$ cat config.mk
export PLATFORM = sky130hd
export DESIGN_NAME = serial_rx_deframer_core
export DESIGN_NICKNAME = d
export VERILOG_FILES = /design/src/srd_pkg.sv /design/src/srd_front.sv /design/src/srd_queue.sv /design/src/srd_back.sv /design/src/serial_rx_deframer_core.sv
export SDC_FILE = /design/constraint.sdc
export NUM_CORES = 1
export LEC_CHECK = 0
export ABC_AREA = 1
export BUFFER_PORTS_ARGS = -buffer_cell sky130_fd_sc_hd__buf_2
export CORE_MARGIN = 3
export CORE_UTILIZATION = 35
export CTS_BUF_LIST = sky130_fd_sc_hd__clkbuf_4 sky130_fd_sc_hd__clkbuf_8 sky130_fd_sc_hd__clkbuf_16
export DETAILED_ROUTE_END_ITERATION = 6
export HOLD_SLACK_MARGIN = 0.15
export PLACE_DENSITY = 0.52
export SETUP_SLACK_MARGIN = 0.2
export SYNTH_ARGS = -nofsm -noshare
export SYNTH_HDL_FRONTEND = slang
export SYNTH_SLANG_ARGS = --single-unit
$ cat constraint.sdc
create_clock -name clk -period 3.1 [get_ports clk]
set_input_delay 0.31 -clock clk [delete_from_list [all_inputs] [get_ports clk]]
set_output_delay 0.31 -clock clk [all_outputs]
set_load 0.01 [all_outputs]
$ cat src/srd_pkg.sv
package srd_pkg;

  localparam int LENGTH_WIDTH = 16;
  localparam int PADDR_W      = 4;
  localparam int QUEUE_DEPTH  = 4;
  localparam int QUEUE_AW     = $clog2(QUEUE_DEPTH);

  localparam logic [7:0] COBS_END   = 8'h00;
  localparam logic [7:0] COBS_FULL  = 8'hFF;
  localparam logic [7:0] SLIP_END   = 8'hC0;
  localparam logic [7:0] SLIP_ESC   = 8'hDB;
  localparam logic [7:0] SLIP_ESC_END = 8'hDC;
  localparam logic [7:0] SLIP_ESC_ESC = 8'hDD;

  localparam logic [7:0]  LINE_DELIM_RESET = 8'd10;
  localparam logic [15:0] MAX_BYTES_RESET  = 16'd2048;

  typedef enum logic [1:0] {
    MODE_RAW  = 2'd0,
    MODE_LINE = 2'd1,
    MODE_COBS = 2'd2,
    MODE_SLIP = 2'd3
  } mode_t;

  typedef enum logic [1:0] {
    KIND_DATA  = 2'd0,
    KIND_DONE  = 2'd1,
    KIND_ABORT = 2'd2
  } kind_t;

  typedef enum logic [1:0] {
    ERR_NONE     = 2'd0,
    ERR_OVERFLOW = 2'd1,
    ERR_DECODE   = 2'd2
  } err_t;

  typedef enum logic [1:0] {
    REG_CODEC_MODE = 2'd0,
    REG_LINE_DELIM = 2'd1,
    REG_MAX_BYTES  = 2'd2
  } reg_idx_t;

  typedef struct packed {
    logic        mode_wr;
    mode_t       codec_mode;
    logic [7:0]  line_delimiter;
    logic [15:0] max_frame_bytes;
  } cfg_t;

  // one accepted byte worth of results; two is set when a frame-done follows
  typedef struct packed {
    logic       two;
    kind_t      kind;
    logic [7:0] data;
    err_t       err;
  } rec_t;

endpackage

$ cat src/srd_front.sv
module srd_front (
  input  logic          clk,
  input  logic          rst,
  input  srd_pkg::cfg_t cfg,
  input  logic          accept,
  input  logic [7:0]    rx_byte,
  output logic          push,
  output srd_pkg::rec_t rec
);

  logic [srd_pkg::LENGTH_WIDTH-1:0] frame_length, frame_length_next;
  logic       slip_escape_pending, slip_escape_pending_next;
  logic [7:0] group_bytes_left, group_bytes_left_next;
  logic       group_was_full, group_was_full_next;
  logic       decoded_nonempty, decoded_nonempty_next;

  logic at_limit;
  logic has_result;
  logic clear;

  assign at_limit = (32'(frame_length) >= 32'(cfg.max_frame_bytes)) || (&frame_length);

  always_comb begin
    frame_length_next        = frame_length;
    slip_escape_pending_next = slip_escape_pending;
    group_bytes_left_next    = group_bytes_left;
    group_was_full_next      = group_was_full;
    decoded_nonempty_next    = decoded_nonempty;
    has_result = 1'b0;
    clear      = 1'b0;
    rec.two  = 1'b0;
    rec.kind = srd_pkg::KIND_DATA;
    rec.data = rx_byte;
    rec.err  = srd_pkg::ERR_NONE;

    case (cfg.codec_mode)
      srd_pkg::MODE_RAW: begin
        has_result = 1'b1;
        rec.two    = 1'b1;
      end
      srd_pkg::MODE_LINE: begin
        if (rx_byte == cfg.line_delimiter) begin
          has_result = decoded_nonempty;
          rec.kind   = srd_pkg::KIND_DONE;
          clear      = 1'b1;
        end else if (at_limit) begin
          has_result = 1'b1;
          rec.kind   = srd_pkg::KIND_ABORT;
          rec.err    = srd_pkg::ERR_OVERFLOW;
          clear      = 1'b1;
        end else begin
          has_result            = 1'b1;
          frame_length_next     = frame_length + 1'b1;
          decoded_nonempty_next = 1'b1;
        end
      end
      srd_pkg::MODE_COBS: begin
        if (rx_byte == srd_pkg::COBS_END) begin
          clear = 1'b1;
          if (frame_length != '0 && group_bytes_left != 8'd0) begin
            has_result = 1'b1;
            rec.kind   = srd_pkg::KIND_ABORT;
            rec.err    = srd_pkg::ERR_DECODE;
          end else begin
            has_result = decoded_nonempty;
            rec.kind   = srd_pkg::KIND_DONE;
          end
        end else if (at_limit) begin
          has_result = 1'b1;
          rec.kind   = srd_pkg::KIND_ABORT;
          rec.err    = srd_pkg::ERR_OVERFLOW;
          clear      = 1'b1;
        end else begin
          frame_length_next = frame_length + 1'b1;
          if (group_bytes_left == 8'd0) begin
            // code byte: the previous short group implies a zero
            if (frame_length != '0 && !group_was_full) begin
              has_result            = 1'b1;
              rec.data              = 8'h00;
              decoded_nonempty_next = 1'b1;
            end
            group_bytes_left_next = rx_byte - 8'd1;
            group_was_full_next   = (rx_byte == srd_pkg::COBS_FULL);
          end else begin
            has_result            = 1'b1;
            group_bytes_left_next = group_bytes_left - 8'd1;
            decoded_nonempty_next = 1'b1;
          end
        end
      end
      default: begin
        if (rx_byte == srd_pkg::SLIP_END) begin
          has_result = decoded_nonempty;
          rec.kind   = srd_pkg::KIND_DONE;
          clear      = 1'b1;
        end else if (!slip_escape_pending && rx_byte == srd_pkg::SLIP_ESC) begin
          slip_escape_pending_next = 1'b1;
        end else if (slip_escape_pending && rx_byte != srd_pkg::SLIP_ESC_END
                     && rx_byte != srd_pkg::SLIP_ESC_ESC) begin
          has_result = 1'b1;
          rec.kind   = srd_pkg::KIND_ABORT;
          rec.err    = srd_pkg::ERR_DECODE;
          clear      = 1'b1;
        end else if (at_limit) begin
          has_result = 1'b1;
          rec.kind   = srd_pkg::KIND_ABORT;
          rec.err    = srd_pkg::ERR_OVERFLOW;
          clear      = 1'b1;
        end else begin
          has_result               = 1'b1;
          slip_escape_pending_next = 1'b0;
          frame_length_next        = frame_length + 1'b1;
          decoded_nonempty_next    = 1'b1;
          if (slip_escape_pending) begin
            rec.data = (rx_byte == srd_pkg::SLIP_ESC_END) ? srd_pkg::SLIP_END
                                                          : srd_pkg::SLIP_ESC;
          end
        end
      end
    endcase

    if (clear) begin
      frame_length_next        = '0;
      slip_escape_pending_next = 1'b0;
      group_bytes_left_next    = 8'd0;
      group_was_full_next      = 1'b0;
      decoded_nonempty_next    = 1'b0;
    end
  end

  assign push = accept && has_result;

  always_ff @(posedge clk) begin
    if (rst || cfg.mode_wr) begin
      frame_length        <= '0;
      slip_escape_pending <= 1'b0;
      group_bytes_left    <= 8'd0;
      group_was_full      <= 1'b0;
      decoded_nonempty    <= 1'b0;
    end else if (accept) begin
      frame_length        <= frame_length_next;
      slip_escape_pending <= slip_escape_pending_next;
      group_bytes_left    <= group_bytes_left_next;
      group_was_full      <= group_was_full_next;
      decoded_nonempty    <= decoded_nonempty_next;
    end
  end

  a_nonempty_has_length: assert property (@(posedge clk) disable iff (rst)
    decoded_nonempty |-> frame_length != '0)
    else $error("decoded byte recorded with zero frame length");

endmodule

$ cat src/srd_queue.sv
module srd_queue (
  input  logic          clk,
  input  logic          rst,
  input  logic          push,
  input  srd_pkg::rec_t wr_rec,
  input  logic          pop,
  output srd_pkg::rec_t rd_rec,
  output logic          empty,
  output logic          full
);

  srd_pkg::rec_t entries [srd_pkg::QUEUE_DEPTH];
  logic [srd_pkg::QUEUE_AW-1:0] wr_ptr;
  logic [srd_pkg::QUEUE_AW-1:0] rd_ptr;
  logic [srd_pkg::QUEUE_AW:0]   count;

  assign empty  = (count == '0);
  assign full   = (count == (srd_pkg::QUEUE_AW+1)'(srd_pkg::QUEUE_DEPTH));
  assign rd_rec = entries[rd_ptr];

  always_ff @(posedge clk) begin
    if (push) begin
      entries[wr_ptr] <= wr_rec;
    end
  end

  always_ff @(posedge clk) begin
    if (rst) begin
      wr_ptr <= '0;
      rd_ptr <= '0;
      count  <= '0;
    end else begin
      if (push) begin
        wr_ptr <= wr_ptr + 1'b1;
      end
      if (pop) begin
        rd_ptr <= rd_ptr + 1'b1;
      end
      count <= count + (srd_pkg::QUEUE_AW+1)'(push) - (srd_pkg::QUEUE_AW+1)'(pop);
    end
  end

  a_no_push_full: assert property (@(posedge clk) disable iff (rst)
    !(push && full))
    else $error("push into full queue");

  a_no_pop_empty: assert property (@(posedge clk) disable iff (rst)
    !(pop && empty))
    else $error("pop from empty queue");

endmodule

$ cat src/srd_back.sv
module srd_back (
  input  logic          clk,
  input  logic          rst,
  input  srd_pkg::rec_t rd_rec,
  input  logic          empty,
  output logic          pop,
  output logic          out_valid,
  input  logic          out_stall,
  output logic [1:0]    result_kind,
  output logic [7:0]    data_byte,
  output logic [1:0]    error_code,
  output logic          last_of_step
);

  logic load;
  logic done_pending;

  assign load = !out_valid || !out_stall;
  assign pop  = load && !done_pending && !empty;

  always_ff @(posedge clk) begin
    if (rst) begin
      out_valid    <= 1'b0;
      done_pending <= 1'b0;
    end else if (load) begin
      if (done_pending) begin
        out_valid    <= 1'b1;
        done_pending <= 1'b0;
      end else begin
        out_valid    <= !empty;
        done_pending <= !empty && rd_rec.two;
      end
    end
  end

  always_ff @(posedge clk) begin
    if (load) begin
      if (done_pending) begin
        result_kind  <= srd_pkg::KIND_DONE;
        data_byte    <= 8'h00;
        error_code   <= srd_pkg::ERR_NONE;
        last_of_step <= 1'b1;
      end else begin
        result_kind  <= rd_rec.kind;
        data_byte    <= (rd_rec.kind == srd_pkg::KIND_DATA) ? rd_rec.data : 8'h00;
        error_code   <= rd_rec.err;
        last_of_step <= !rd_rec.two;
      end
    end
  end

  a_pending_has_output: assert property (@(posedge clk) disable iff (rst)
    done_pending |-> out_valid)
    else $error("frame-done pending without a result held");

  a_first_of_two_is_data: assert property (@(posedge clk) disable iff (rst)
    out_valid && !last_of_step |-> result_kind == srd_pkg::KIND_DATA && done_pending)
    else $error("non-final result is not a data byte");

endmodule

$ cat src/serial_rx_deframer_core.sv
// Serial receive deframer: takes one received byte per cycle on in_valid/in_stall and
// recovers frames in raw, delimited-line, COBS or SLIP mode (codec_mode). Each byte
// yields up to two results: decoded data bytes stream out as they are known, then a
// frame-done marker, or a frame-abort marker with an error code (length overflow or
// decode failure) after which the sink discards that frame. Empty frames give nothing.
// The front decodes one byte per cycle while the queue is not full; a four-entry queue
// separates it from the output stage, which hands out one result per cycle unless
// out_stall holds it; in raw mode each byte brings a data result and a done marker. Registers
// live at byte addresses 0 (codec_mode), 4 (line_delimiter) and 8 (max_frame_bytes);
// writing codec_mode restarts framing. Write configuration only while idle.
module serial_rx_deframer_core (
  input  logic                        clk,
  input  logic                        rst,
  input  logic                        psel,
  input  logic                        penable,
  input  logic                        pwrite,
  input  logic [srd_pkg::PADDR_W-1:0] paddr,
  input  logic [31:0]                 pwdata,
  output logic [31:0]                 prdata,
  output logic                        pready,
  input  logic                        in_valid,
  output logic                        in_stall,
  input  logic [7:0]                  rx_byte,
  output logic                        out_valid,
  input  logic                        out_stall,
  output logic [1:0]                  result_kind,
  output logic [7:0]                  data_byte,
  output logic [1:0]                  error_code,
  output logic                        last_of_step
);

  srd_pkg::cfg_t     cfg;
  srd_pkg::mode_t    codec_mode;
  logic [7:0]        line_delimiter;
  logic [15:0]       max_frame_bytes;
  logic              mode_wr;
  srd_pkg::reg_idx_t reg_idx;
  srd_pkg::rec_t     wr_rec;
  srd_pkg::rec_t     rd_rec;
  logic              wr_en;
  logic              accept;
  logic              push;
  logic              pop;
  logic              empty;
  logic              full;

  assign pready  = 1'b1;
  assign wr_en   = psel && penable && pwrite;
  assign reg_idx = srd_pkg::reg_idx_t'(paddr[3:2]);
  assign mode_wr = wr_en && (reg_idx == srd_pkg::REG_CODEC_MODE);

  assign cfg = '{mode_wr:         mode_wr,
                 codec_mode:      codec_mode,
                 line_delimiter:  line_delimiter,
                 max_frame_bytes: max_frame_bytes};

  always_ff @(posedge clk) begin
    if (rst) begin
      codec_mode      <= srd_pkg::MODE_LINE;
      line_delimiter  <= srd_pkg::LINE_DELIM_RESET;
      max_frame_bytes <= srd_pkg::MAX_BYTES_RESET;
    end else if (wr_en) begin
      case (reg_idx)
        srd_pkg::REG_CODEC_MODE: codec_mode      <= srd_pkg::mode_t'(pwdata[1:0]);
        srd_pkg::REG_LINE_DELIM: line_delimiter  <= pwdata[7:0];
        srd_pkg::REG_MAX_BYTES:  max_frame_bytes <= pwdata[15:0];
        default: ;
      endcase
    end
  end

  always_comb begin
    case (reg_idx)
      srd_pkg::REG_CODEC_MODE: prdata = 32'(codec_mode);
      srd_pkg::REG_LINE_DELIM: prdata = 32'(line_delimiter);
      srd_pkg::REG_MAX_BYTES:  prdata = 32'(max_frame_bytes);
      default:                 prdata = 32'd0;
    endcase
  end

  assign in_stall = full;
  assign accept   = in_valid && !full;

  srd_front u_front (
    .clk     (clk),
    .rst     (rst),
    .cfg     (cfg),
    .accept  (accept),
    .rx_byte (rx_byte),
    .push    (push),
    .rec     (wr_rec)
  );

  srd_queue u_queue (
    .clk    (clk),
    .rst    (rst),
    .push   (push),
    .wr_rec (wr_rec),
    .pop    (pop),
    .rd_rec (rd_rec),
    .empty  (empty),
    .full   (full)
  );

  srd_back u_back (
    .clk          (clk),
    .rst          (rst),
    .rd_rec       (rd_rec),
    .empty        (empty),
    .pop          (pop),
    .out_valid    (out_valid),
    .out_stall    (out_stall),
    .result_kind  (result_kind),
    .data_byte    (data_byte),
    .error_code   (error_code),
    .last_of_step (last_of_step)
  );

endmodule

==> results of run 1 <==
==> path summary, 6_finish.rpt <==
path	to	slack, ns	cells past startpoint
worst max-delay path	u_queue.entries[2][8]	0.41	15
worst max register to register	u_queue.entries[2][8]	0.41	15
worst min-delay path	u_queue.count[1]	0.16	2
worst min register to register	u_queue.rd_ptr[1]	0.47	2
==> synthesized netlist by cell type (all sizes together) (3+ instances only) <==
library cell  instances  share of area
a21oi                62          0.046
a31oi                 3         0.0027
buf                  28          0.028
clkbuf               17         0.0091
clkinv                3         0.0016
dfxtp                64           0.18
edfxtp               65           0.28
ha                   29          0.052
inv                 117          0.062
nand2               171          0.096
nand3                53          0.039
nand4                18          0.016
nor2                148          0.084
nor3                 13          0.011
o211ai                4         0.0043
o21ai                62          0.044
o22ai                 4         0.0036
xnor2                 7         0.0087
xor2                 15          0.019
==> flip-flops by register name (all words and copies together) (netlist names), named ones only <==
register / flops
u_front.frame_length: 16
u_front.slip_escape_pending: 1
u_back.out_valid: 1
u_back.result_kind: 2
u_queue.count: 3
u_front.group_bytes_left: 8
u_front.group_was_full: 1
u_queue.entries: 52
max_frame_bytes: 16
u_back.done_pending: 1
u_back.last_of_step: 1
u_back.error_code: 2
u_queue.wr_ptr: 2
codec_mode: 2
line_delimiter: 8
u_front.decoded_nonempty: 1
u_queue.rd_ptr: 2
u_back.data_byte: 8
==> cell type report <==
type,count,area [sq um]
Tap cell,265,332
Clock inverter,15,161
Timing Repair Buffer,99,598
Clock buffer,17,425
Multi-Input combinational cell,617,3210
Fill cell,2022,11200
Sequential cell,129,3240
Inverter,120,450
==> placed cells by master, fill, tap and decap left out, drive strengths merged, types with 13 or more instances in the layout <==
| cell | n |
|---|---|
| edfxtp | 65 |
| nor3 | 13 |
| xor2 | 15 |
| nor2 | 148 |
| a21oi | 62 |
| dfxtp | 64 |
| buf | 94 |
| ha | 29 |
| conb | 17 |
| nand2 | 171 |
| inv | 127 |
| o21ai | 62 |
| nand4 | 18 |
| nand3 | 53 |
| clkbuf | 17 |
==> power groups by stage <==
stage                     clock network, mW  logic (mW)  registers, mW
after global routing                   2.11        1.65           2.19
after CTS                              2.02        1.42           2.17
after global placement                    0        1.40           2.20
final                                  1.97        1.41           2.17
after floorplan                           0       0.949           2.24
after detailed placement                  0        1.41           2.21
==> per-stage QoR <==
step | setup slack, ns | hold slack, ns | instances | instance area (sq um) | utilization
after detailed placement | 0.295 | 0.465 | 1219 | 7670 | 0.392
after global placement | 0.301 | 0.455 | 1219 | 7670 | 0.392
after floorplan | 0.608 | 0.377 | 911 | 7100 | -
after global routing | 0.138 | 0.165 | 1262 | 8410 | 0.429
after CTS | 0.278 | 0.153 | 1256 | 8310 | 0.424
final | 0.408 | 0.156 | 1262 | 8410 | 0.429
==> per-layer routing <==
metal / global-route usage / routed length, um / part of all wire
met1: 0.189 / 7460 / 0.44
met2: 0.283 / 8490 / 0.50
met3: 0.0307 / 515 / 0.030
met4: 0.0582 / 461 / 0.027
met5: 0 / 0 / 0
==> logic make-up after synthesis <==
group / Yosys count
AND/OR/NAND/NOR: 406
buffers and inverters: 165
AO/OA/AOI/OAI: 142
flip-flops: 129
adder cells (fa/ha/maj): 30
XOR/XNOR: 22
other: 2
==> timing repair <==
item / 4_1_cts / 5_1_grt
setup buffers: 0 / 6
resized for setup: 0 / 15
setup endpoints to repair: 0 / 3
endpoints found under the hold margin: 5 / 0
hold buffers: 5 / 0
==> results.sh, run 1 <==
export IMPL_status="complete, no violations"
export IMPL_swShare=0.343
export IMPL_ys_seq_area_frac=0.459
export IMPL_syn_area_sq_mm=0.00704
export IMPL_synth_edf_count=65
export IMPL_die_area_sq_mm=0.0219
export IMPL_rows=51
export IMPL_drive_above_1_share=0.165
export IMPL_htree_levels=4
export IMPL_syn_inst=896
export IMPL_yosysWarnings=0
export IMPL_synthArstFlopShare=0
export IMPL_hold_path_class="in2reg"
export IMPL_ir_worst_vdd_uv=369
export IMPL_pwr_share_clk=0.355
export IMPL_crit_type="reg2reg"
export IMPL_slew_viol_final=0
export IMPL_p_int_mw=3.65
export IMPL_fin_tns_setup_ns=0
export IMPL_grt_pass1_wl_um=27700
export IMPL_io_buffers=63
export IMPL_initial_core_util=0.360
export IMPL_drt_iter0_drc=250
export IMPL_antenna_found_initial=0
export IMPL_relSlewSlack=0.434
export IMPL_synth_compound_area_frac=0.109
export IMPL_power_switching_mw=1.90
export IMPL_place_congestion=0.860
export IMPL_synth_top_family_by_area="simple AND/OR/NAND/NOR gates"
export IMPL_synth_cell_types=40
export IMPL_startpoint_type="flop"
export IMPL_p_leak_nw=3.74
export IMPL_dr_pass1_iters=4
export IMPL_max_stage_delay_ns=0.31
export IMPL_clkTransAtPathRegs_ns=0.07
export IMPL_pwr_share_comb=0.255
export IMPL_dieHeight_um=148
export IMPL_synth_adder_area_share=0.0544
export IMPL_viasPerCell=4.58
export IMPL_hold_start="rst"
export IMPL_dp_hpwl_um=12300
export IMPL_p_per_area_mw_per_mm2=660
export IMPL_hold_violations=0
export IMPL_crit_family="simple AND/OR/NAND/NOR gates"
export IMPL_final_nets=1065
export IMPL_maxCapViolCount=0
export IMPL_worstSkewPairLatency_ns=0.42
export IMPL_max_freq_ghz=0.372
export IMPL_worstPathCellList="inv_1 > ha_1 > a21o_1 > nor2_1 > nand2_1 > nor2_4 > nand2_4 > buf_4 > buf_4 > o31ai_1 > nand2_1 > nor2_1 > inv_1 > nand2_1 > inv_1"
export IMPL_cts_sinks=129
export IMPL_power_mw=5.55
export IMPL_crit_path_end_kind="flop"
export IMPL_period_share=0.868
export IMPL_remaining_drc_errors=0
export IMPL_tightest_slew_ns=0.849
export IMPL_cts_root_buffer="clkbuf_16"
export IMPL_synthFlopType="edfxtp_1"
export IMPL_synth_seq_cells=129
export IMPL_wl_um=16900
export IMPL_cts_tree="done"
export IMPL_slowest_stage="dfxtp_1"
export IMPL_required_ns=3.27
export IMPL_diodes=0
export IMPL_regToRegStartpoint="max_frame_bytes[15]"
export IMPL_gr_total_overflow=0
export IMPL_synth_xor_area_frac=0.0274
export IMPL_avgSynthCellArea_sq_um=7.86
export IMPL_grt_usage=0.158
export IMPL_clock_path_buffers=2
export IMPL_rsz0062_at_grt="yes"
export IMPL_core_area_sq_mm=0.0196
export IMPL_cts_buffers=17
export IMPL_dieWidth_um=148
export IMPL_seqPwrFrac=0.391
export IMPL_dr_total_vias=5777
export IMPL_yosys_area_share_simple=0.248
export IMPL_synthMuxAreaShare=0
export IMPL_grt_max_degree=32
export IMPL_crit_buf_inv=5
export IMPL_drtAntennaViolNets=0
export IMPL_fin_crit_ns=2.69
export IMPL_grt_pass1_vias=5518
export IMPL_area_growth_synth_to_final_pct=19.4
export IMPL_io_pins=99
export IMPL_setup_worst_path_start="max_frame_bytes[15]"
export IMPL_arrival_ns=2.86
export IMPL_worst_clock_skew_ns=0.0124
export IMPL_worstPathMaxFanout=5
export IMPL_drt_wirelength_per_cell_um=13.4
export IMPL_setup_viol=0
(Power assumes the default switching activity.)
==> run 2, diff against run 1 <==
- CORE_ASPECT_RATIO: not set -> 1.2
==> run 2 against run 1 <==
Net effect:
- first-iteration DRC count increased by 25%
- largest power group unchanged
- global-route usage is 1.0 points higher
- critical path depth up 1
- die area hardly changed
- cell count shrank 0.79%
- via count up 1.7%
- core utilization shrank 0.37 points
==> results.sh, run 2 (same netlist as run 1, synthesis figures left out) <==
export IMPL_status="complete, no violations"
export IMPL_initial_core_util=0.358
export IMPL_cts_root_buffer="clkbuf_16"
export IMPL_grt_max_degree=32
export IMPL_dr_pass1_iters=5
export IMPL_hold_path_class="in2reg"
export IMPL_top_regs="u_queue.entries: 52 flops, max_frame_bytes: 16 flops, u_front.frame_length: 16 flops"
export IMPL_worstPathCellList="ha_1 > nand2_1 > nand2_1 > nand2_1 > nand2_1 > nand2_1 > nand2_1 > nor2_2 > nand2_4 > buf_4 > o31ai_1 > nand2_1 > nor2_1 > inv_1 > nand2_1 > inv_1"
export IMPL_rows=56
export IMPL_worstPathMaxFanout=6
export IMPL_antenna_found_initial=0
export IMPL_clock_path_buffers=2
export IMPL_worstSkewPairLatency_ns=0.42
export IMPL_viasPerCell=4.69
export IMPL_grt_usage=0.168
export IMPL_wl_um=17600
export IMPL_grt_pass1_vias=5665
export IMPL_arrival_ns=2.83
export IMPL_p_leak_nw=3.73
export IMPL_grt_pass1_wl_um=29000
export IMPL_fin_crit_ns=2.68
export IMPL_regMostFlops="u_queue.entries"
export IMPL_dp_hpwl_um=12600
export IMPL_area_growth_synth_to_final_pct=19.0
export IMPL_diodes=0
export IMPL_setup_viol=0
export IMPL_slowest_stage="dfxtp_1"
export IMPL_place_congestion=0.929
export IMPL_die_area_sq_mm=0.0219
export IMPL_r2r_slack_ns=0.42
export IMPL_rsz0062_at_grt="yes"
export IMPL_cts_buffers=17
export IMPL_dieWidth_um=136
export IMPL_htree_levels=4
export IMPL_clkTransAtPathRegs_ns=0.06
export IMPL_drive_above_1_share=0.154
export IMPL_dr_total_vias=5873
export IMPL_core_area_sq_mm=0.0197
export IMPL_worst_clock_skew_ns=0.0119
export IMPL_fin_tns_setup_ns=0
export IMPL_gr_total_overflow=0
export IMPL_remaining_drc_errors=0
export IMPL_final_cell_mix="nand2_1 (163), nor2_1 (138), inv_1 (112)"
export IMPL_startpoint_type="flop"
export IMPL_hold_violations=0
export IMPL_maxCapViolCount=0
export IMPL_period_share=0.865
export IMPL_tightest_slew_ns=0.872
export IMPL_io_buffers=63
export IMPL_max_freq_ghz=0.373
export IMPL_crit_top_cell="nand2_1"
export IMPL_crit_type="reg2reg"
export IMPL_cts_tree="done"
export IMPL_crit_family="simple AND/OR/NAND/NOR gates"
export IMPL_final_nets=1059
export IMPL_ir_worst_vdd_uv=387
export IMPL_crit_path_end_kind="flop"
export IMPL_io_pins=99
export IMPL_largest_register_ffs=52
export IMPL_drtAntennaViolNets=0
export IMPL_drt_wirelength_per_cell_um=14.0
export IMPL_max_stage_delay_ns=0.43
export IMPL_drt_iter0_drc=313
export IMPL_slew_viol_final=0
export IMPL_relSlewSlack=0.419
export IMPL_crit_buf_inv=3
export IMPL_required_ns=3.25
export IMPL_cts_sinks=129
export IMPL_layout_commonest_cell="nand2_1"
export IMPL_p_per_area_mw_per_mm2=680
export IMPL_dieHeight_um=161
export IMPL_holdWs_ns=0.170
==> run 2: cell types whose count changed in the layout (fill, tap and decap cells not counted), sizes merged <==
cell,previous run,this run
bufinv,0,2
buf,94,87
inv,127,118
clkbuf,17,22
clkinv,6,9
dlygate4sd3,5,6
clkinvlp,2,1
==> run 2: timing repair <==
item / 4_1_cts / 5_1_grt
endpoints found under the setup margin: 0 / 24
endpoints found under the hold margin: 6 / 0
hold buffers: 6 / 0
setup buffers: 0 / 3
gates resized for setup: 0 / 7
==> run 2: final cells by class <==
class / instances / area [sq um]
Tap cell: 261 / 327
Clock inverter: 10 / 121
Multi-Input combinational cell: 617 / 3180
Fill cell: 2000 / 11300
Sequential cell: 129 / 3240
Timing Repair Buffer: 93 / 556
Clock buffer: 22 / 515
Inverter: 120 / 450
==> run 2: through the flow <==
step	area (sq um)	setup WS, ns	instances	util	power (mW)
after CTS	8330	0.329	1249	0.423	5.77
final	8380	0.419	1252	0.426	5.70
after floorplan	7100	0.608	911	-	3.18
after detailed placement	7640	0.352	1211	0.388	3.64
after global placement	7640	0.363	1211	0.388	3.63
after global routing	8380	0.200	1252	0.426	6.09
==> run 2: power by group <==
part           switching, mW  internal, mW  total [mW]  leakage, nW
registers             0.0938          2.07        2.17         1.15
logic                  0.924         0.492        1.42         2.28
clock network          0.762          1.35        2.11        0.313
total                   1.78          3.92        5.70         3.73
==> run 2: worst min-delay path, stage by stage <==
cell and delay, ns:
buf_2 0.07, o21ai_0 0.07, a21oi_1 0.10
==> run 2: worst paths after layout <==
kind,endpoint,startpoint,cells after the start
max,u_queue.entries[2][8],u_front.frame_length[9],16
min,max_frame_bytes[8],pwdata[8],3
max reg2reg,u_queue.entries[2][8],u_front.frame_length[9],16
min reg2reg,u_queue.rd_ptr[1],u_queue.rd_ptr[1],2
==> run 2: routing by layer <==
layer	part of all wire	GRT usage	wire (um)
met1	0.43	0.197	7510
met3	0.032	0.0361	565
met2	0.51	0.299	8990
met5	0	0	0
met4	0.028	0.0632	498
